$ cat config.mk
export PLATFORM = sky130hd
export DESIGN_NAME = lzssd_cmd_queue
export DESIGN_NICKNAME = d
export VERILOG_FILES = /design/src/design/lzss_decoder_4k_window_top_assert.svh /design/src/design/lzssd_pkg.sv /design/src/design/lzssd_cmd_queue.sv
export SDC_FILE = /design/constraint.sdc
export NUM_CORES = 1
export LEC_CHECK = 0
export BUFFER_PORTS_ARGS = -buffer_cell sky130_fd_sc_hd__buf_4
export CORE_MARGIN = 4
export CORE_UTILIZATION = 45
export DETAILED_ROUTE_END_ITERATION = 8
export SKIP_CTS_REPAIR_TIMING = 1
export SLEW_MARGIN = 15
export SYNTH_ARGS = -nofsm -noshare
export SYNTH_HDL_FRONTEND = slang
export SYNTH_SLANG_ARGS = --single-unit
$ cat constraint.sdc
create_clock -name clock -period 2.8 [get_ports clock]
set_clock_uncertainty 0.15 [all_clocks]
set_input_delay 0.56 -clock clock [delete_from_list [all_inputs] [get_ports clock]]
set_output_delay 0.56 -clock clock [all_outputs]
set_load 0.01 [all_outputs]
$ cat src/design/lzss_decoder_4k_window_top_assert.svh
// Assertion macros used by the decoder back end.
`ifndef LZSS_DECODER_4K_WINDOW_TOP_ASSERT_SVH
`define LZSS_DECODER_4K_WINDOW_TOP_ASSERT_SVH
`ifndef SYNTHESIS
`define LZSSD_ASSERT_ALWAYS(lbl, clk, rst, cond, msg) \
   lbl: assert property (@(posedge clk) disable iff (rst) (cond)) else $error(msg);
`define LZSSD_ASSERT_NEXT(lbl, clk, rst, ante, cons, msg) \
   lbl: assert property (@(posedge clk) disable iff (rst) (ante) |=> (cons)) else $error(msg);
`else
`define LZSSD_ASSERT_ALWAYS(lbl, clk, rst, cond, msg)
`define LZSSD_ASSERT_NEXT(lbl, clk, rst, ante, cons, msg)
`endif
`endif

$ cat src/design/lzssd_pkg.sv
// Types and constants of the LZSS decoder.
package lzssd_pkg;

   localparam int WIN_SIZE     = 4096;
   localparam int WIN_AW       = 12;
   localparam int DIST_W       = WIN_AW + 1;
   localparam int LEN_W        = 5;
   localparam int NIBBLE_SHIFT = 4;
   localparam int MIN_MATCH    = 2;
   localparam logic [8:0] FLAG_MARK = 9'h100;
   localparam logic [8:0] FLAG_EMPTY = 9'h001;
   localparam int CMD_DEPTH_DEF = 4;

   typedef struct packed {
      logic [7:0] in_byte;
      logic       in_last;
   } req_type;

   typedef struct packed {
      logic [7:0]  out_byte;
      logic        has_data;
      logic        run_last;
      logic        stream_end;
      logic        truncated;
      logic [31:0] total_length;
   } rsp_type;

   typedef enum logic [1:0] {
      CMD_LIT,
      CMD_MATCH,
      CMD_END
   } cmd_kind_type;

   typedef struct packed {
      cmd_kind_type      kind;
      logic [7:0]        byte_val;
      logic [DIST_W-1:0] distance;
      logic [LEN_W-1:0]  len;
      logic              last;
      logic              cut;
   } cmd_type;

   typedef struct packed {
      logic full;
      logic empty;
   } q_status_type;

   typedef enum logic [2:0] {
      BK_IDLE,
      BK_LIT,
      BK_END,
      BK_RD,
      BK_WR
   } back_state_type;

endpackage

$ cat src/design/lzssd_cmd_queue.sv
// Short command queue between the decoder front and back.
module lzssd_cmd_queue import lzssd_pkg::*; #(
   parameter int DEPTH = CMD_DEPTH_DEF
) (
   input  logic         clock,
   input  logic         reset,
   input  logic         enq,
   input  cmd_type      enq_data,
   input  logic         deq,
   output cmd_type      head,
   output q_status_type status
);

   localparam int AW = (DEPTH > 1) ? $clog2(DEPTH) : 1;
   localparam int CW = $clog2(DEPTH + 1);

   cmd_type         mem_ff [DEPTH];
   logic [AW-1:0]   wr_ptr_ff, wr_ptr_in;
   logic [AW-1:0]   rd_ptr_ff, rd_ptr_in;
   logic [CW-1:0]   count_ff, count_in;
   logic            do_enq, do_deq;

   assign status.full  = (count_ff == CW'(DEPTH));
   assign status.empty = (count_ff == '0);
   assign do_enq = enq && !status.full;
   assign do_deq = deq && !status.empty;
   assign head   = mem_ff[rd_ptr_ff];

   always_comb begin
      wr_ptr_in = wr_ptr_ff;
      rd_ptr_in = rd_ptr_ff;
      count_in  = count_ff;
      if (do_enq) begin
         wr_ptr_in = (wr_ptr_ff == AW'(DEPTH - 1)) ? '0 : wr_ptr_ff + AW'(1);
      end
      if (do_deq) begin
         rd_ptr_in = (rd_ptr_ff == AW'(DEPTH - 1)) ? '0 : rd_ptr_ff + AW'(1);
      end
      if (do_enq && !do_deq) begin
         count_in = count_ff + CW'(1);
      end else if (do_deq && !do_enq) begin
         count_in = count_ff - CW'(1);
      end
   end

   always_ff @(posedge clock) begin
      if (reset) begin
         wr_ptr_ff <= '0;
         rd_ptr_ff <= '0;
         count_ff  <= '0;
      end else begin
         wr_ptr_ff <= wr_ptr_in;
         rd_ptr_ff <= rd_ptr_in;
         count_ff  <= count_in;
      end
   end

   always_ff @(posedge clock) begin
      if (do_enq) begin
         mem_ff[wr_ptr_ff] <= enq_data;
      end
   end

endmodule

Word-level counts from Yosys, hierarchy flattened
Memories as Yosys holds them, arrays and structs flattened. A register that Yosys moved wholly into a read port is not among the register bits.
Index checks and enable logic that the tools add are counted.
{"block": "op_classes", "muxes": 8, "n_eq_ne": 3, "n_reduce_logical": 10, "n_addsub": 4}
{"op": "two-way mux 2 bit", "n": 4}
{"op": "two-way mux 3 bit", "n": 2}
{"op": "adder 2 x 1 -> 2 bit (second input constant)", "n": 2}
{"op": "equality test 2 bit (second input constant)", "n": 2}
{"op": "logical AND 1 bit", "n": 4}
{"op": "zero test 1 bit", "n": 4}
{"op": "adder 3 x 1 -> 3 bit (second input constant)", "n": 1}
{"op": "equality test 3 bit (second input constant)", "n": 1}
{"op": "zero test 3 bit", "n": 1}
{"op": "subtractor 3 x 1 -> 3 bit (second input constant)", "n": 1}
{"op": "two-way mux 1 bit", "n": 2}
{"op": "nonzero test 2 bit", "n": 1}
{"block": "totals", "ff_bits": 7, "word_cells": 29, "output_inout_bits": 32, "n_memories": 1, "mem_bits_rw": 120, "in_bits": 34}
{"name": "mem_ff", "words": 4, "width": 30, "rd": 1, "rd_ports_with_merged_regs": 1, "write_ports": 1, "line": "lzssd_cmd_queue.sv:17", "rtl": "cmd_type mem_ff [DEPTH];"}

Logic depth before layout (Yosys ltp)
Gate-level depths: netlist of the first run.
{"block": "logic_depth", "depth_word": 7, "depth_mapped": 10, "depth_no_buf": 9}

Worst setup path before layout of the first run
No wires, ideal clock.
{"block": "synth_path", "path_type": "input port to flip-flop", "start": "input port enq", "end": "register count_ff[2]", "t_required_ns": 2.580, "path_slack_ns": 0.560, "n_path_buf": 0, "stages": 8, "setup_ns": 0.070, "arrival_ns": 2.020, "cell_sequence": "bufinv_8 > nor2_2 > ha_1 > inv_1 > fa_1 > xor2_1 > or3_1 > a21oi_1"}
{"block": "synth_via", "elab_chain_cells": 4, "elab_cells_between_ends": 6, "cone_classes": "mux: 1; reduce/logical: 5"}
{"item": "start: declaration", "line": "lzssd_cmd_queue.sv:7", "rtl": "input logic enq,"}
{"item": "logical AND 1 bit (*)", "line": "lzssd_cmd_queue.sv:25", "rtl": "assign do_enq = enq && !status.full;"}
{"item": "via do_enq", "line": "lzssd_cmd_queue.sv:21", "rtl": "logic do_enq, do_deq;"}
{"item": "zero test 1 bit", "line": "lzssd_cmd_queue.sv:41", "rtl": "end else if (do_deq && !do_enq) begin"}
{"item": "logical AND 1 bit", "line": "lzssd_cmd_queue.sv:41"}
{"item": "nonzero test 2 bit (no line)"}
{"item": "end signal: assignment", "line": "lzssd_cmd_queue.sv:54", "rtl": "count_ff <= count_in;"}
{"item": "end: declaration", "line": "lzssd_cmd_queue.sv:20", "rtl": "logic [CW-1:0] count_ff, count_in;"}
The timed path passes the listed nets; every way through them passes the cells marked *.
A chain may end at the register's enable or synchronous reset.

==> results of run 1 <==
[flip-flops by register name, indices dropped and copies added, names as in the netlist, named ones only]
signal / count
wr_ptr_ff: 2
mem_ff: 120
rd_ptr_ff: 2
count_ff: 3
[routing by layer]
metal	GRT usage [%]	vias up	wire [um]
met5	0	-	0
met1	17.9	1140	3520
met4	5.60	0	56
met3	4.78	2	432
met2	22.5	48	4110
li1	-	1023	-
[per-stage QoR]
step | utilization [%] | worst slack [ps] | hold slack (ps)
3_3_place_gp | 52.6 | 377 | 323
4_1_cts | 58.1 | 72.6 | 85.7
2_1_floorplan | - | 560 | 313
5_1_grt | 58.2 | 110 | 81.7
3_5_place_dp | 52.6 | 345 | 334
6_report | 58.2 | 226 | 106
[layout make-up]
cell class	count	area share [%]
well taps	136	2.82
inverters	5	0.622
clock buffers	17	6.87
repair buffers	68	8.53
clock inverters	15	2.61
flip-flops and latches	129	62.8
multi-input cells	64	15.8
[logic make-up (layout without fill, tap and decap cells)]
kind of cell             count (synthesis)  count (layout)
multiplexers                            32              32
XOR/XNOR                                 2               2
flip-flops                             129             129
AND/OR/NAND/NOR                         16              16
buffers and inverters                   13             105
adder cells (fa/ha/maj)                  7               7
AO/OA/AOI/OAI                            7               7
[power by group]
group | leakage [nW] | switching (mW) | internal (mW)
registers | 1.17 | 0.0700 | 2.34
logic | 0.647 | 0.563 | 0.621
clock network | 0.273 | 0.810 | 1.27
total | 2.09 | 1.44 | 4.24
[cell usage in the layout (no fill, tap or decap)]
cell / Yosys / routed
clkbuf_8: 0 / 1
o21ai_0: 1 / 1
or3b_1: 1 / 1
inv_6: 0 / 4
clkinv_1: 0 / 1
bufinv_8: 1 / 1
clkinv_4: 1 / 4
fa_1: 1 / 1
mux2i_1: 2 / 2
nor2_2: 1 / 1
clkinv_2: 0 / 2
o21ai_1: 1 / 1
clkinvlp_4: 0 / 3
nand2_1: 1 / 1
inv_1: 3 / 3
dfxtp_2: 0 / 2
edfxtp_1: 120 / 120
nand3_1: 2 / 2
nor2_1: 3 / 3
a21oi_1: 3 / 3
buf_6: 1 / 1
o31ai_2: 2 / 2
dfxtp_1: 9 / 7
mux4_2: 30 / 30
nor3_1: 2 / 2
clkbuf_16: 0 / 16
xor2_1: 2 / 2
and3_2: 0 / 4
or3_1: 2 / 2
ha_1: 6 / 6
buf_4: 0 / 67
bufinv_16: 0 / 2
[worst max path at each step]
stage               startpoint           to  slack [ps]  depth (start not counted)
finish                register      head[9]         230                          3
global route          register      head[9]         110                          3
CTS                   register      head[9]          70                          3
detailed placement         enq  count_ff[2]         340                          9
global placement           enq  count_ff[2]         380                          9
floorplan                  enq  count_ff[2]         560                          8
==> results.sh, run 1 <==
export IMPL_status="finished, final reports clean"
export IMPL_yosysSeqAreaShare_pct=78.7
export IMPL_syn_nets=247
export IMPL_track_usage_pct=14.1
export IMPL_die_w_um=111
export IMPL_cp_cell_sequence="buf_6, mux4_2, buf_4"
export IMPL_place_congestion=0.663
export IMPL_slowest_stage="mux4_2"
export IMPL_cts_tree="built"
export IMPL_drtPass1Iterations=4
export IMPL_synth_most_common_cell="edfxtp_1"
export IMPL_nFillCells=792
export IMPL_yosys_area_top_type="edfxtp_1"
export IMPL_h_tree_depth=4
export IMPL_antenna_left=0
export IMPL_worstPathRequired_ps=2090
export IMPL_synth_flop_cell="edfxtp_1"
export IMPL_dp_hpwl_mm=4.74
export IMPL_hp_class="input pin to register"
export IMPL_max_freq_mhz=389
export IMPL_worst_r2r_path_depth=9
export IMPL_path_buf_inv=2
export IMPL_multi_input_area_sq_um=951
export IMPL_hp_start="enq_data[22]"
export IMPL_setup_viol=0
export IMPL_portBuffers=65
export IMPL_n_antenna_cell=0
export IMPL_syn_inst=206
export IMPL_worstReg2RegEnd="count_ff[2]"
export IMPL_post_route_cell_area_sq_um=6030
export IMPL_num_nets_final=326
export IMPL_synth_fa_ha_area_share_pct=1.98
export IMPL_async_flop_share_pct=0
export IMPL_synthTopCellsByCount="edfxtp_1, mux4_2, dfxtp_1, ha_1"
export IMPL_grt_pass1_wl_mm=13.0
export IMPL_power_density_nw_per_um2=942
export IMPL_min_to="mem_ff[0][22]"
export IMPL_drt_iter0_markers=123
export IMPL_ys_ff_latch=129
export IMPL_synth_simple_gate_area_share_pct=1.82
export IMPL_max_stage_delay_ps=580
export IMPL_grt_setup_unrepaired="no"
export IMPL_dp_cells=402
export IMPL_synth_edf_count=120
export IMPL_finalCriticalPeriod_ps=2570
export IMPL_rows=37
export IMPL_slew_limit_headroom_pct=44.4
export IMPL_wl_per_cell_um=18.7
export IMPL_ys_warn_count=0
export IMPL_r2r_start="count_ff[0]"
export IMPL_dpl_instance_area_sq_um=5460
export IMPL_grt_max_degree=31
export IMPL_finalMaxSlewViolations=0
export IMPL_start_kind="register"
export IMPL_final_cell_count_no_fill=434
export IMPL_synthesis_area_per_instance_sq_um=23.3
export IMPL_cts_buffers=17
export IMPL_clockBufferDepth=2
export IMPL_antenna_found_initial=0
export IMPL_wl_mm=8.12
export IMPL_synth_top_family_by_area="multiplexers"
export IMPL_yosys_top_cells_area="edfxtp_1, mux4_2, dfxtp_1"
export IMPL_synth_xor_area_share_pct=0.364
export IMPL_arrival_ps=1860
export IMPL_synth_compound_area_share_pct=1.04
export IMPL_tightest_slew_ps=834
export IMPL_area_growth_pct=25.4
export IMPL_num_io_pins=66
export IMPL_vdd_ir_drop_max_v=0.000487
export IMPL_vias_per_cell=5.10
export IMPL_clock_latency_ps=500
export IMPL_p_leak_nw=2.09
export IMPL_drive_gt1_share_pct=47.0
export IMPL_end_kind="output pin"
export IMPL_regArea_sq_um=3790
export IMPL_gr_total_overflow=0
export IMPL_initial_utilization_pct=46.4
export IMPL_die_area_sq_um=12400
export IMPL_drc=0
export IMPL_synth_mux_area_share_pct=14.5
export IMPL_cp_top_family="multiplexers"
export IMPL_worst_r2r_setup_slack_ps=370
export IMPL_die_h_um=111
export IMPL_cts_reportedPaths_clkPinSlew_ps=60
export IMPL_final_hold_violation_count=0
export IMPL_crit_type="register to output pin"
export IMPL_vias=2213
export IMPL_root_buffer="clkbuf_8"
export IMPL_whs_path_depth=1
export IMPL_fin_crit_sh_pct=91.9
export IMPL_cap_violations=0
export IMPL_synth_top_area_share_pct=74.9
export IMPL_netlist_area_sq_um=4810
export IMPL_critPathMaxFanout=20
export IMPL_ys_types=25
export IMPL_timing_setup_tns_ps=0
export IMPL_power_mw=5.68
export IMPL_first_global_vias=2441
export IMPL_cts_sink_count=129
export IMPL_core_area_sq_um=10400
Power figures use the tool's default switching activity.
==> run 2: changes to the inputs <==
--- a/config.mk
+++ b/config.mk
@@ -9,6 +9,7 @@
 export CORE_MARGIN = 4
 export CORE_UTILIZATION = 45
 export DETAILED_ROUTE_END_ITERATION = 8
+export REMOVE_ABC_BUFFERS = 1
 export SKIP_CTS_REPAIR_TIMING = 1
 export SLEW_MARGIN = 15
 export SYNTH_ARGS = -nofsm -noshare
==> constraint.sdc (replaced) <==
create_clock -name clock -period 2.8 [get_ports clock]
set_clock_uncertainty 0.15 [all_clocks]
set_input_delay 0.28 -clock clock [delete_from_list [all_inputs] [get_ports clock]]
set_output_delay 0.28 -clock clock [all_outputs]
set_load 0.01 [all_outputs]
==> run 2 against run 1 <==
Net effect:
- the run now ends with hold timing left
- critical endpoint is now count_ff[2]
- sequential share of layout area down 3.5 points
- utilization rose by 3.5 points
- worst hold slack got worse by 120 ps
- register-to-register slack improved by 20 ps
- count of clock-buffer cells in the layout increased by 7
- critical path type is now register to register
- sequential cell count is the same
- critical path depth increased by 6
- non-clock buffer count increased by 33
- die area is the same
- via count increased by 5.9%
- total power is 1.1% higher
==> results.sh, run 2 (synthesis gave the netlist of run 1 again) <==
export IMPL_arrival_ps=2700
export IMPL_max_freq_mhz=415
export IMPL_p_int_mw=4.35
export IMPL_worst_r2r_setup_slack_ps=390
export IMPL_initial_utilization_pct=46.4
export IMPL_wl_per_cell_um=18.0
export IMPL_endpoint="count_ff[2]"
export IMPL_final_common_cell="edfxtp_1"
export IMPL_cp_depth=9
export IMPL_timing_setup_tns_ps=0
export IMPL_fin_crit_sh_pct=86.2
export IMPL_reg_top3="mem_ff: 120 flops, count_ff: 3 flops"
export IMPL_startpoint="count_ff[0]"
export IMPL_gr_total_overflow=0
export IMPL_status="complete, but fails checks"
export IMPL_clockBufferDepth=2
export IMPL_cp_cell_sequence="or3b_1, clkinv_4, nor2_2, ha_1, inv_1, fa_1, xor2_1, or3_1, a21oi_1"
export IMPL_vias_per_cell=5.02
export IMPL_vias=2344
export IMPL_wl_mm=8.39
export IMPL_num_io_pins=66
export IMPL_grt_pass1_wl_mm=13.1
export IMPL_vdd_ir_drop_max_v=0.000546
export IMPL_crit_type="register to register"
export IMPL_r2r_start="count_ff[0]"
export IMPL_die_w_um=111
export IMPL_final_cell_count_no_fill=467
export IMPL_grt_setup_unrepaired="no"
export IMPL_final_cell_mix="edfxtp_1, buf_4, dlygate4sd3_1"
export IMPL_drive_gt1_share_pct=42.3
export IMPL_path_buf_inv=2
export IMPL_antenna_left=0
export IMPL_tightest_slew_ps=820
export IMPL_cap_violations=0
export IMPL_worstPathRequired_ps=3090
export IMPL_start_kind="register"
export IMPL_drtPass1Iterations=4
export IMPL_finalCriticalPeriod_ps=2410
export IMPL_place_congestion=0.719
export IMPL_seq_power_share_pct=42.4
export IMPL_antenna_found_initial=0
export IMPL_root_buffer="clkbuf_8"
export IMPL_h_tree_depth=4
export IMPL_cts_buffers=17
export IMPL_cts_reportedPaths_clkPinSlew_ps=60
export IMPL_cp_top_family="simple AND/OR/NAND/NOR gates"
export IMPL_whs_ps=-10.1
export IMPL_swShare_pct=24.1
export IMPL_clkPwrFrac_pct=36.5
export IMPL_finalMaxSlewViolations=0
export IMPL_cts_tree="built"
export IMPL_slowest_stage="dfxtp_1"
export IMPL_end_kind="register"
export IMPL_first_global_vias=2403
export IMPL_drc=0
export IMPL_worst_r2r_path_depth=9
export IMPL_core_area_sq_um=10400
export IMPL_combPwrFrac_pct=21.1
export IMPL_p_leak_nw=2.26
export IMPL_die_area_sq_um=12400
export IMPL_switching_power_mw=1.39
export IMPL_die_h_um=111
export IMPL_cts_sink_count=129
export IMPL_setup_viol=0
export IMPL_max_stage_delay_ps=430
export IMPL_slew_limit_headroom_pct=45.3
export IMPL_clock_latency_ps=500
export IMPL_area_growth_pct=32.9
export IMPL_violations="hold timing"
export IMPL_worstReg2RegEnd="count_ff[2]"
export IMPL_largest_register="mem_ff"
export IMPL_grt_max_degree=31
export IMPL_power_density_nw_per_um2=898
export IMPL_rows=37
export IMPL_hp_class="input pin to register"
export IMPL_n_antenna_cell=0
export IMPL_largest_reg_flops=120
export IMPL_track_usage_pct=14.1
export IMPL_portBuffers=65
export IMPL_num_nets_final=359
export IMPL_critPathMaxFanout=7
export IMPL_dp_cells=403
export IMPL_final_hold_violation_count=2
export IMPL_drt_iter0_markers=121
## run 2: cell types whose count changed in the layout (fill, tap and decap cells not counted), moves of 2 or more
cell	before	now
clkbuf_8	1	4
clkbuf_1	0	2
clkinv_4	4	1
dlygate4sd3_1	0	32
clkinv_2	2	4
inv_4	0	3
buf_12	0	2
clkbuf_16	16	18
clkinvlp_4	3	0
inv_6	4	0
## run 2: worst min-delay path by stage
stage | from | endpoint | slack (ps) | cells past startpoint
floorplan | reset | count_ff[2] | 200 | 1
global placement | rd_ptr_ff[0] | register | 330 | 2
detailed placement | rd_ptr_ff[0] | register | 330 | 2
CTS | enq_data[8] | mem_ff[3][8] | -200 | 1
global route | deq | register | 40 | 4
finish | deq | register | -10 | 4
## run 2: per-stage QoR
stage	hold WS [ps]	worst slack (ps)	util (%)	cell area (sq um)	total power [mW]
after floorplan	199	317	-	4770	3.13
after global placement	327	458	52.9	5490	3.67
after detailed placement	333	380	52.9	5490	3.68
after CTS	-202	363	58.5	6070	5.78
after global routing	44.8	186	61.6	6390	6.01
final	-10.1	388	61.6	6390	5.74
## run 2: cell type report
class | count | area [sq um]
fill | 753 | 3980
sequential | 129 | 3790
multi-input combinational | 64 | 951
timing repair buffer | 101 | 863
clock buffer | 24 | 513
tap | 136 | 170
clock inverter | 8 | 68.8
inverter | 5 | 37.5
## run 2: routing by layer
layer | global-route usage, % | part of all wire [%] | wire length (um) | up-vias
met3 | 5.33 | 4.1 | 344 | 8
met1 | 18.8 | 46 | 3860 | 1207
li1 | - | - | - | 1081
met5 | 0 | 0 | 0 | -
met2 | 21.2 | 49 | 4100 | 48
met4 | 5.84 | 0.95 | 80 | 0
## run 2: power groups by stage
| stage | clock network [mW] | logic [mW] | registers, mW |
|---|---|---|---|
| finish | 2.09 | 1.21 | 2.43 |
| CTS | 2.13 | 1.21 | 2.44 |
| global route | 2.23 | 1.32 | 2.46 |
| floorplan | 0 | 0.620 | 2.51 |
| detailed placement | 0 | 1.20 | 2.48 |
| global placement | 0 | 1.20 | 2.47 |
## run 2: tightest hold or removal path, cell delays in order
cell	delay, ps
buf_4	80
o31ai_2	80
nand2_1	70
a21oi_1	80
