==> config.mk <==
export PLATFORM = sky130hd
export DESIGN_NAME = lzssd_front
export DESIGN_NICKNAME = d
export VERILOG_FILES = /design/src/design/lzss_decoder_4k_window_top_assert.svh /design/src/design/lzssd_pkg.sv /design/src/design/lzssd_front.sv
export SDC_FILE = /design/constraint.sdc
export NUM_CORES = 1
export LEC_CHECK = 0
export BUFFER_PORTS_ARGS = -buffer_cell sky130_fd_sc_hd__buf_2
export CORE_MARGIN = 1
export CORE_UTILIZATION = 44
export CTS_CLUSTER_DIAMETER = 150
export DETAILED_ROUTE_END_ITERATION = 16
export PLACE_DENSITY = 0.84
export REMOVE_ABC_BUFFERS = 1
export SYNTH_ARGS = -nofsm -noshare
export SYNTH_HDL_FRONTEND = slang
export SYNTH_SLANG_ARGS = --single-unit
==> constraint.sdc <==
create_clock -name clock -period 2.5 [get_ports clock]
set_input_delay 0.125 -clock clock [delete_from_list [all_inputs] [get_ports clock]]
set_output_delay 0.125 -clock clock [all_outputs]
set_load 0.005 [all_outputs]
==> src/design/lzss_decoder_4k_window_top_assert.svh <==
// Assertion macros used by the decoder back end.
`ifndef LZSS_DECODER_4K_WINDOW_TOP_ASSERT_SVH
`define LZSS_DECODER_4K_WINDOW_TOP_ASSERT_SVH
`ifndef SYNTHESIS
`define LZSSD_ASSERT_ALWAYS(lbl, clk, rst, cond, msg) \
   lbl: assert property (@(posedge clk) disable iff (rst) (cond)) else $error(msg);
`define LZSSD_ASSERT_NEXT(lbl, clk, rst, ante, cons, msg) \
   lbl: assert property (@(posedge clk) disable iff (rst) (ante) |=> (cons)) else $error(msg);
`else
`define LZSSD_ASSERT_ALWAYS(lbl, clk, rst, cond, msg)
`define LZSSD_ASSERT_NEXT(lbl, clk, rst, ante, cons, msg)
`endif
`endif

==> src/design/lzssd_pkg.sv <==
// Types and constants of the LZSS decoder.
package lzssd_pkg;

   localparam int WIN_SIZE     = 4096;
   localparam int WIN_AW       = 12;
   localparam int DIST_W       = WIN_AW + 1;
   localparam int LEN_W        = 5;
   localparam int NIBBLE_SHIFT = 4;
   localparam int MIN_MATCH    = 2;
   localparam logic [8:0] FLAG_MARK = 9'h100;
   localparam logic [8:0] FLAG_EMPTY = 9'h001;
   localparam int CMD_DEPTH_DEF = 4;

   typedef struct packed {
      logic [7:0] in_byte;
      logic       in_last;
   } req_type;

   typedef struct packed {
      logic [7:0]  out_byte;
      logic        has_data;
      logic        run_last;
      logic        stream_end;
      logic        truncated;
      logic [31:0] total_length;
   } rsp_type;

   typedef enum logic [1:0] {
      CMD_LIT,
      CMD_MATCH,
      CMD_END
   } cmd_kind_type;

   typedef struct packed {
      cmd_kind_type      kind;
      logic [7:0]        byte_val;
      logic [DIST_W-1:0] distance;
      logic [LEN_W-1:0]  len;
      logic              last;
      logic              cut;
   } cmd_type;

   typedef struct packed {
      logic full;
      logic empty;
   } q_status_type;

   typedef enum logic [2:0] {
      BK_IDLE,
      BK_LIT,
      BK_END,
      BK_RD,
      BK_WR
   } back_state_type;

endpackage

==> src/design/lzssd_front.sv <==
// Decoder front: flag tracking and classification of stream bytes into commands.
module lzssd_front import lzssd_pkg::*; (
   input  logic         clock,
   input  logic         reset,
   input  logic         push,
   input  req_type      req_data,
   input  q_status_type q_status,
   output logic         enq,
   output cmd_type      enq_data
);

   logic [8:0] flag_ff, flag_in;
   logic       await_ff, await_in;
   logic [7:0] held_ff, held_in;
   logic       fire;
   logic [DIST_W-1:0] raw_dist;

   assign fire     = push && !q_status.full;
   assign raw_dist = {1'b0, req_data.in_byte[3:0], held_ff};

   always_comb begin
      flag_in  = flag_ff;
      await_in = await_ff;
      held_in  = held_ff;
      enq      = 1'b0;
      enq_data.kind     = CMD_END;
      enq_data.byte_val = req_data.in_byte;
      enq_data.distance = (raw_dist == '0) ? DIST_W'(WIN_SIZE) : raw_dist;
      enq_data.len      = LEN_W'(req_data.in_byte >> NIBBLE_SHIFT) + LEN_W'(MIN_MATCH);
      enq_data.last     = req_data.in_last;
      enq_data.cut      = 1'b0;
      if (fire) begin
         if (await_ff) begin
            enq_data.kind = CMD_MATCH;
            enq      = 1'b1;
            await_in = 1'b0;
            flag_in  = flag_ff >> 1;
         end else if (flag_ff <= FLAG_EMPTY) begin
            // new flag byte, marker bit tells when all eight are used
            flag_in = FLAG_MARK | {1'b0, req_data.in_byte};
            enq     = req_data.in_last;
         end else if (flag_ff[0]) begin
            enq_data.kind = CMD_LIT;
            enq     = 1'b1;
            flag_in = flag_ff >> 1;
         end else begin
            held_in      = req_data.in_byte;
            await_in     = 1'b1;
            enq_data.cut = 1'b1;
            enq          = req_data.in_last;
         end
         if (req_data.in_last) begin
            flag_in  = FLAG_EMPTY;
            await_in = 1'b0;
            held_in  = '0;
         end
      end
   end

   always_ff @(posedge clock) begin
      if (reset) begin
         flag_ff  <= FLAG_EMPTY;
         await_ff <= 1'b0;
         held_ff  <= '0;
      end else begin
         flag_ff  <= flag_in;
         await_ff <= await_in;
         held_ff  <= held_in;
      end
   end

endmodule

Word-level counts from Yosys, hierarchy flattened
Cells that the tools add are included.
{"block": "word_totals", "ff_bits": 18, "latch_bits": 0, "ram_bits": 0, "mem_bits_ro": 0, "output_inout_bits": 31, "wordCells": 37, "memories": 0}
{"block": "op_classes", "addsub": 1, "n_mul": 0, "div_mod_pow": 0, "order_cmp": 1, "n_eq_ne": 3, "shifts": 0, "muxes": 22, "bitwise": 0, "n_reduce_logical": 6}
{"cell": "$mux 9", "n": 4}
{"cell": "$mux 8", "n": 4}
{"cell": "$logic_not 13->1", "n": 1}
{"cell": "$mux 13", "n": 1}
{"cell": "$le 9x1->1 const B", "n": 1}
{"cell": "$mux 1", "n": 9}
{"cell": "$mux 2", "n": 4}
{"cell": "$ne 2x2->1 const B", "n": 3}
{"cell": "$add 4x2->5 const B", "n": 1}
{"cell": "$reduce_and 4->1", "n": 1}
{"cell": "$reduce_bool 4->1", "n": 1}
{"cell": "$reduce_and 2->1", "n": 1}
{"cell": "$logic_and 1x1->1", "n": 1}
{"cell": "$logic_not 1->1", "n": 1}

Logic depth before layout (Yosys ltp)
Gate-level depths: netlist (run 1).
{"block": "depth", "depth_word": 4, "ltp_mapped": 4, "mapped_depth_nobuf": 4}

Worst setup path after synthesis (run 1)
Ideal clock, no wire load.
{"block": "synth_path", "kind": "register to register", "from": "register flag_ff[2]", "to": "register flag_ff[1]", "arrival_time_ns": 1.666, "required_time_ns": 2.378, "setup_slack_ns": 0.712, "stages_incl_launch_ff": 5, "synth_period_minus_slack_ns": 1.788, "cell_sequence": "dfxtp_1 -> or4_4 -> or2_4 -> a31o_2 -> a221o_1"}
{"block": "synth_via", "elab_chain_len": 4, "word_cells_on_any_way": 7}
{"element": "start, declared", "line": "lzssd_front.sv:12", "text": "logic [8:0] flag_ff, flag_in;"}
{"element": "start signal, assigned", "line": "lzssd_front.sv:66", "text": "flag_ff <= flag_in;"}
{"element": "$le 9x1->1 / $mux 9 (equally long branches)", "line": "lzssd_front.sv:38, lzssd_front.sv:42"}
{"element": "$mux 9", "line": "lzssd_front.sv:38", "text": "end else if (flag_ff <= FLAG_EMPTY) begin"}
{"element": "$mux 9", "line": "lzssd_front.sv:33", "text": "if (await_ff) begin"}
{"element": "$mux 9", "line": "lzssd_front.sv:52", "text": "if (req_data.in_last) begin"}
Parallel ways exist; a longest one is shown, timed or not. The select of a mux whose other input is x is not followed.
A chain may end at the register's enable or synchronous reset.

Worst setup path after layout (run 1)
{"block": "layout_path", "from": "register flag_ff[6]", "to": "output port enq"}
{"block": "layout_via", "elab_chain_len": 4}
{"element": "$le 9x1->1", "line": "lzssd_front.sv:38"}
{"element": "$mux 1", "line": "lzssd_front.sv:38"}
{"element": "$mux 1", "line": "lzssd_front.sv:33"}
{"element": "$mux 1", "line": "lzssd_front.sv:32", "text": "if (fire) begin"}
{"element": "end, declared", "line": "lzssd_front.sv:8", "text": "output logic enq,"}
No other way between the ends.

==> results of run 1 <==
==> power breakdown <==
part,total (mW),switching (mW),internal [mW]
Sequential,0.298,0.00490,0.293
Combinational,0.0966,0.0501,0.0465
Clock,0.180,0.0912,0.0889
Total,0.575,0.146,0.429
==> registers in the layout, summed over array words and instances, names as in the netlist <==
| signal | count |
|---|---|
| flag_ff | 9 |
| held_ff | 8 |
| await_ff | 1 |
==> cell families (layout without fill, tap and decap cells) <==
group                      after synthesis  after routing  synth area share
AOI/OAI and AO/OA                       25             25             0.224
xor gates and xnor gates                 1              1           0.00962
adders and majority gates                1              1            0.0137
buffers and inverters                   23             48             0.136
DFF                                     18             18             0.396
and+or+nand+nor                         33             33             0.221
==> per-stage QoR <==
| step | utilization | area (um2) | power (mW) | setup slack (ns) | hold WS (ns) |
|---|---|---|---|---|---|
| 2_1_floorplan | - | 791 | 0.353 | 0.712 | 0.194 |
| 3_3_place_gp | 0.530 | 1040 | 0.398 | 0.635 | 0.349 |
| 3_5_place_dp | 0.530 | 1040 | 0.401 | 0.610 | 0.351 |
| 4_1_cts | 0.548 | 1080 | 0.574 | 0.430 | 0.0331 |
| 5_1_grt | 0.548 | 1080 | 0.598 | 0.366 | 0.0403 |
| 6_report | 0.548 | 1080 | 0.575 | 0.421 | 0.0242 |
==> area by class of cell <==
cell class / count / area, um2
sequential: 18 / 360
clock buffer: 4 / 36.3
timing repair buffer: 43 / 215
fill: 191 / 886
multi-input combinational: 60 / 427
inverter: 1 / 3.75
tap: 27 / 33.8
==> worst max-delay path: stages (launching register included) <==
cell	delay, ns
dfxtp_1	0.34
or4_1	0.57
or2_4	0.28
a21o_1	0.19
o21a_1	0.16
buf_2	0.12
==> cells in the final DEF, fill, tap and decap left out, types with 2 or more instances in the layout <==
| cell type | Yosys | final |
|---|---|---|
| and3_1 | 2 | 2 |
| dfxtp_1 | 18 | 18 |
| and2_1 | 8 | 8 |
| nor3_1 | 2 | 2 |
| a22o_1 | 8 | 8 |
| a21oi_1 | 3 | 3 |
| clkbuf_4 | 0 | 3 |
| buf_2 | 0 | 43 |
| a221o_1 | 7 | 7 |
| nor2_1 | 5 | 5 |
| nand2_1 | 3 | 3 |
| a21o_1 | 3 | 3 |
| or4_1 | 2 | 2 |
| nor4_1 | 3 | 3 |
==> worst paths after layout <==
kind                                         startpoint                       to  slack [ns]  cells past startpoint
worst max-delay path            flag_ff[6]$_SDFFE_PP0P_                      enq        0.42                      5
worst min-delay path                              reset  flag_ff[8]$_SDFFE_PP0P_        0.02                      2
worst max register to register  flag_ff[6]$_SDFFE_PP0P_  flag_ff[3]$_SDFFE_PP0P_        0.58                      4
worst min register to register  flag_ff[8]$_SDFFE_PP0P_  flag_ff[8]$_SDFFE_PP0P_        0.48                      2
==> per-layer routing <==
metal	track usage	vias up
li1	-	400
met1	0.246	376
met2	0.290	45
met3	0.0453	7
met4	0.149	0
met5	0	-
==> results.md, run 1 <==
- Nets@finish: 142
- Met1 wire length: 901 um
- Post-Syn Area: 911 um2
- Overflow after GRT: 0
- Placed insts: 149
- Initial antenna violation count: 0
- Via count: 828
- Detail Placement HPWL: 1520 um
- Clock Path Buffers: 2
- Critical path peak fanout: 4
- Final setup vio count: 0
- Yosys cell types: 29
- Core ar.: 1960 um2
- Fmax: 481 MHz
- Yosys warning count: 0
- Max_slew headroom: 0.706
- Root buffer cell: clkbuf_4
- RD Place Congestion: 0.752
- Vias in the first global route: 681
- Rows: 16
- Gr usage total: 0.196
- Fin crit period: 2.08 ns
- Main synth FF type: dfxtp_1
- Ranking of synthesized cells by area: dfxtp_1, buf_4, a221o_1
- Inserted Clock Buffers: 3
- 1st-iter DRT viols: 20
- Max Cap Viol: 0
- CTS H-tree lvls: 1
- Layout cells sized above 1: 0.429
- Global-route wire length before repair: 2930 um
- Setup Skew: 0.00560 ns
- Critical Path RT: 2.38 ns
- CTS sink count: 18
- TritonCTS clock tree: done
- Final count of hold timing violations: 0
- Postcts setup bufs: 0
- WP data arrival: 1.95 ns
- Largest net degree at the start of global routing: 11
- CTS resizes: 0
- Die width: 47.5 um
- Pwr Density: 534 nW/um2
- Die area: 2260 um2
- WL met3: 147 um
- Sequential fraction of the synthesis area: 0.396
- Leak pwr: 0.550 nW
- Outcome: finished clean
- Area leader, netlist: dfxtp_1
- Starting Density: 0.464
- Crit path capture type: primary output
- Worst hold-check path type: input pin to flop
- RSZ-0062 raised after global routing: false
- Ports: 45
- Setup CP Type: flop to primary output
- N_diodes: 0
- Max layer used: met4
- Worst skew pair latency: 0.30 ns
- DR DRC count: 0
- DRT Pass-1 Iters: 4
- IO Port Bufs: 43
- Period utilization: 0.832
- WL per Instance: 13.0 um
- Synth cell count leaders: dfxtp_1, clkbuf_1, buf_4
- Clk pin slew, worst setup/hold paths: 0.10 ns
- #FFs+latches synth: 18
- Layout Cells excl Fill: 153
- Mapped Cells: 101
- Antenna Nets Post-Route: 0
- Slew @ Worst Pin: 0.439 ns
- CTS hold repair buffers: 0
- Area Overhead vs Synth: 18.1%
- Number of flops mapped to enable cells by yosys: 0
- Ys async rst share: 0
- Peak VDD IR: 344 uV
- Syn avg cell area: 9.02 um2
- Fin Setup TNS: 0 ns
- Routed length on met2: 884 um
- Most frequent cell after synthesis: dfxtp_1
- Routed WL: 1990 um
- Die Y: 47.5 um
- Kind of start point of the critical path: flop
- Post-synth top area share: 0.396
- Vias per cell: 5.41
- Pins over their slew limit: 0
No activity file was read; power rests on OpenSTA's default activity.
==> inputs of run 2 (changes only) <==
Clock period 2.5 ns to 2 ns, I/O delays scaled along.
==> run 2 against run 1 <==
The run now ends with setup timing left; global-route usage is 1.2 points higher; count of clock-buffer cells in the layout stayed put; register-to-register slack worse by 0.46 ns; critical path depth stayed put; first-iteration DRC count is 5.0% lower; die area stayed put; sequential power is 25% higher; critical path type unchanged; highest routed layer unchanged.
==> results.md, run 2 (synthesis results as in run 1) <==
- Outcome: complete, but fails checks
- Failing checks: setup timing
- WP data arrival: 1.90 ns (-0.05 ns)
- Post-place setup slack: 0.113 ns (-0.497 ns)
- Antenna Nets Post-Route: 0 (unchanged)
- Die area: 2260 um2 (unchanged)
- TritonCTS clock tree: done
- Period utilization: 1.00
- N_diodes: 0 (unchanged)
- Top Registers: flag_ff x9, held_ff x8, await_ff x1
- Final setup vio count: 1 (+1)
- Die Y: 47.5 um (unchanged)
- Pwr Density: 668 nW/um2 (+25%)
- Max Cap Viol: 0 (unchanged)
- Critical Path RT: 1.90 ns (-0.48 ns)
- Hold path depth: 2 (unchanged)
- Gr usage total: 0.208 (+0.0124)
- Inserted Clock Buffers: 3 (unchanged)
- IO Port Bufs: 43 (unchanged)
- Critical path peak fanout: 4 (unchanged)
- Largest net degree at the start of global routing: 11 (unchanged)
- Fin area: 1100 um2 (+2.4%)
- Final count of hold timing violations: 0 (unchanged)
- Worst skew pair latency: 0.30 ns (about the same)
- Max_slew headroom: 0.755 (+0.0489)
- Largest stage delay, worst path: 0.53 ns (-0.04 ns)
- WL per Instance: 13.5 um (+3.9%)
- Pins over their slew limit: 0 (unchanged)
- Register with the most flip-flops: flag_ff
- Vias in the first global route: 727 (+6.8%)
- DR DRC count: 0 (unchanged)
- Overflow after GRT: 0 (unchanged)
- Max FFs per register: 9 (unchanged)
- Fin util: 0.562 (+0.0134)
- Rows: 16 (unchanged)
- Root buffer cell: clkbuf_4
- Global-route wire length before repair: 3150 um (+7.6%)
- RSZ-0062 raised after global routing: true
- Vias per cell: 5.43 (+0.26%)
- 1st-iter DRT viols: 19 (-5.0%)
- Fin Setup TNS: -0.000132 ns (-0.000132 ns)
- Leak pwr: 0.557 nW (+1.2%)
- Setup CP Type: flop to primary output
- Kind of start point of the critical path: flop
- Clk pin slew, worst setup/hold paths: 0.10 ns (about the same)
- Critical-path cell list: or4_4, or2_4, a21o_1, o21a_1, buf_2
- Setup Skew: 0.000936 ns (-0.00466 ns)
- Detail Placement HPWL: 1480 um (-2.5%)
- Worst hold-check path type: input pin to flop
- Crit path capture type: primary output
- R2r worst-path depth: 4 (unchanged)
- Layout cells sized above 1: 0.453 (+0.0246)
- Placed Area: 1040 um2 (unchanged)
- Commonest non-fill, non-tap cell in the layout: buf_2
- Fin worst setup slack: -0.000132 ns (-0.421 ns)
- Via count: 841 (+1.6%)
- Die width: 47.5 um (unchanged)
- Power Total: 0.736 mW (+28%)
- Peak VDD IR: 440 uV (+28%)
- Fillers: 188 (-1.6%)
- Area Overhead vs Synth: 21.0%
- Slew @ Worst Pin: 0.367 ns (-0.0713 ns)
- Ports: 45 (unchanged)
- Hold slack: 0.00292 ns (-0.0212 ns)
- DRT Pass-1 Iters: 4 (unchanged)
- RD Place Congestion: 0.790 (+5.0%)
- Core ar.: 1960 um2 (unchanged)
- Layout Cells excl Fill: 155 (+1.3%)
- Placed insts: 149 (unchanged)
- Starting Density: 0.464 (unchanged)
- CTS H-tree lvls: 1 (unchanged)
- Commonest non-fill, non-tap cells in the layout: buf_2, dfxtp_1, and2_1, a22o_1, a221o_1
- Initial antenna violation count: 0 (unchanged)
- Fmax: 500 MHz
- Routed WL: 2100 um (+5.3%)
- Clock Path Buffers: 2 (unchanged)
- Nets@finish: 144 (+1.4%)
- Fin crit period: 2.00 ns
- Worst path slowest cell: or4_4
- CTS sink count: 18 (unchanged)
==> run 2: worst paths after layout <==
| check | start | to | slack, ns |
|---|---|---|---|
| setup reg to reg | flag_ff[7]$_SDFFE_PP0P_ | flag_ff[7]$_SDFFE_PP0P_ | 0.12 |
| hold reg to reg | flag_ff[8]$_SDFFE_PP0P_ | flag_ff[8]$_SDFFE_PP0P_ | 0.49 |
| setup / recovery | flag_ff[7]$_SDFFE_PP0P_ | enq | -0.0001 |
| hold / removal | reset | flag_ff[8]$_SDFFE_PP0P_ | 0.003 |
==> run 2: worst max-delay path: cells and delay by family, from the launching register on <==
family                 cells  cell delay (ns)
buffers and inverters      1             0.12
AO/OA/AOI/OAI              2             0.33
AND/OR/NAND/NOR            2             0.81
flip-flops                 1             0.34
==> run 2: layout make-up <==
cell class | instances | area (um2) | share of cell area
Tap cell | 27 | 33.8 | 0.0306
Inverter | 1 | 3.75 | 0.00341
Multi-Input combinational cell | 60 | 437 | 0.396
Sequential cell | 18 | 362 | 0.328
Clock buffer | 4 | 36.3 | 0.0329
Timing Repair Buffer | 45 | 230 | 0.209
==> run 2: what timing repair did <==
action | in CTS | in global routing
setup endpoints to repair | 1 | 8
gates resized for setup | 2 | 1
setup buffers | 2 | 0
pin swaps | 2 | 0
hold buffers | 0 | 0
==> run 2: report_power, final <==
part | internal (mW) | leakage, nW | switching, mW
clock network | 0.111 | 0.0210 | 0.117
logic | 0.0674 | 0.390 | 0.0678
registers | 0.367 | 0.146 | 0.00661
total | 0.545 | 0.557 | 0.191
==> run 2: metal layers <==
metal | global-route usage | part of all wire | vias up
met3 | 0.0453 | 0.074 | 5
met4 | 0.126 | 0.021 | 0
li1 | - | - | 407
met5 | 0 | 0 | -
met2 | 0.337 | 0.46 | 45
met1 | 0.252 | 0.45 | 384
==> inputs of run 3 (changes only) <==
Settings changed: SETUP_SLACK_MARGIN from default to 0.02.
==> run 3 against run 2 <==
Largest power group unchanged; first-iteration DRC count is 21% higher; the flow now finishes without violations; utilization is 0.89 points higher; sequential power hardly changed; register-to-register slack better by 0.02 ns; critical path depth stayed put.
==> results.md, run 3 (synthesis results as in run 1) <==
- Outcome: finished clean
- Leak pwr: 0.568 nW (+2.1%)
- Die Y: 47.5 um (unchanged)
- RSZ-0062 raised after global routing: true
- Top Registers: flag_ff x9, held_ff x8, await_ff x1
- Period utilization: 0.992 (-0.00841)
- Slew @ Worst Pin: 0.373 ns (+0.00565 ns)
- Clock Path Buffers: 2 (unchanged)
- Initial antenna violation count: 0 (unchanged)
- Final setup vio count: 0 (-1)
- CP top delay family: simple AND/OR/NAND/NOR gates
- Die width: 47.5 um (unchanged)
- Max_slew headroom: 0.751 (-0.00402)
- Detail Placement HPWL: 1480 um (unchanged)
- Via count: 856 (+1.8%)
- Critical path peak fanout: 4 (unchanged)
- Fin util: 0.571 (+0.00893)
- RD Place Congestion: 0.790 (unchanged)
- Worst skew pair latency: 0.29 ns (about the same)
- CTS H-tree lvls: 1 (unchanged)
- Commonest non-fill, non-tap cells in the layout: buf_2, dfxtp_1, and2_1, a22o_1, a221o_1
- Layout cells sized above 1: 0.477 (+0.0238)
- Vias per cell: 5.45 (+0.49%)
- Clk pin slew, worst setup/hold paths: 0.11 ns (about the same)
- CTS sink count: 18 (unchanged)
- Worst hold-check path type: input pin to flop
- Crit path capture type: primary output
- DR DRC count: 0 (unchanged)
- Antenna Nets Post-Route: 0 (unchanged)
- Ports: 45 (unchanged)
- Post-place setup slack: 0.113 ns (unchanged)
- DRT Pass-1 Iters: 4 (unchanged)
- Buf/Inv on CP: 1 (unchanged)
- Final count of hold timing violations: 0 (unchanged)
- Critical Path RT: 1.90 ns (about the same)
- Kind of start point of the critical path: flop
- N_diodes: 0 (unchanged)
- Register with the most flip-flops: flag_ff
- Nets@finish: 146 (+1.4%)
- WP data arrival: 1.88 ns (-0.02 ns)
- Largest net degree at the start of global routing: 11 (unchanged)
- Peak VDD IR: 453 uV (+3.0%)
- Rows: 16 (unchanged)
- Fin crit period: 1.98 ns (-0.0168 ns)
- Largest stage delay, worst path: 0.52 ns (about the same)
- Global-route wire length before repair: 3200 um (+1.7%)
- Inserted Clock Buffers: 3 (unchanged)
- Starting Density: 0.464 (unchanged)
- Pwr Density: 663 nW/um2 (-0.74%)
- Critical-path cell list: or4_4, or2_4, a21o_1, o21a_1, buf_2
- Fin worst setup slack: 0.0167 ns (+0.0168 ns)
- Overflow after GRT: 0 (unchanged)
- Vias in the first global route: 745 (+2.5%)
- Fillers: 192 (+2.1%)
- TritonCTS clock tree: done
- WL per Instance: 13.5 um (-0.43%)
- Core ar.: 1960 um2 (unchanged)
- Commonest non-fill, non-tap cell in the layout: buf_2
- Max FFs per register: 9 (unchanged)
- Root buffer cell: clkbuf_4
- IO Port Bufs: 43 (unchanged)
- Setup Skew: 0.00278 ns (+0.00185 ns)
- Area Overhead vs Synth: 22.9%
- Routed WL: 2110 um (+0.86%)
- Setup CP Type: flop to primary output
- Die area: 2260 um2 (unchanged)
- Fmax: 504 MHz (+0.85%)
- Worst path slowest cell: or4_4
- Max Cap Viol: 0 (unchanged)
- Pins over their slew limit: 0 (unchanged)
- Gr usage total: 0.212 (+0.00392)
- 1st-iter DRT viols: 23 (+4)
-- run 3: metal layers --
| metal | global-route usage | wire [um] |
|---|---|---|
| met1 | 0.257 | 973 |
| met3 | 0.0453 | 135 |
| met5 | 0 | 0 |
| met2 | 0.345 | 972 |
| met4 | 0.126 | 31 |
-- run 3: worst register-to-register path, delay by kind of cell, from the launching register on --
kind	cells	cell delay [ns]
DFF	1	0.34
and+or+nand+nor	1	0.52
buffers and inverters	1	0.15
AOI/OAI and AO/OA	3	0.80
-- run 3: layout make-up --
type	instances	area, um2	share of cell area
Clock buffer	4	36.3	0.0324
Timing Repair Buffer	47	245	0.219
Tap cell	27	33.8	0.0302
Inverter	1	3.75	0.00335
Multi-Input combinational cell	60	437	0.390
Sequential cell	18	364	0.325
-- run 3: what timing repair did --
item	4_1_cts	5_1_grt
gates cloned	0	0
pin swaps	3	1
buffers inserted	4	0
gates resized for setup	3	2
hold buffers	0	0
setup endpoints to repair	1	8
-- run 3: path summary, 6_finish.rpt --
path                                           endpoint                    start  cells past startpoint  slack (ns)
worst max register to register  held_ff[7]$_SDFFE_PP0P_  flag_ff[7]$_SDFFE_PP0P_                      5        0.14
worst min register to register  flag_ff[2]$_SDFFE_PP0P_  flag_ff[2]$_SDFFE_PP0P_                      1        0.50
worst min-delay path            flag_ff[8]$_SDFFE_PP0P_                    reset                      2       0.002
worst max-delay path                                enq  flag_ff[7]$_SDFFE_PP0P_                      5        0.02
-- run 3: power breakdown --
group | leakage (nW) | internal (mW) | switching (mW)
Clock | 0.0210 | 0.111 | 0.116
Sequential | 0.147 | 0.367 | 0.00644
Combinational | 0.400 | 0.0721 | 0.0694
-- run 3: through the flow --
step	instances	TNS [ns]	total power [mW]	hold slack, ns	cell area [um2]
after global routing	157	-0.0279	0.780	0.00782	1120
after global placement	149	0	0.498	0.324	1040
after floorplan	79	0	0.441	0.169	791
final	157	0	0.742	0.00211	1120
after detailed placement	149	0	0.502	0.324	1040
after CTS	157	0	0.737	0.000797	1110
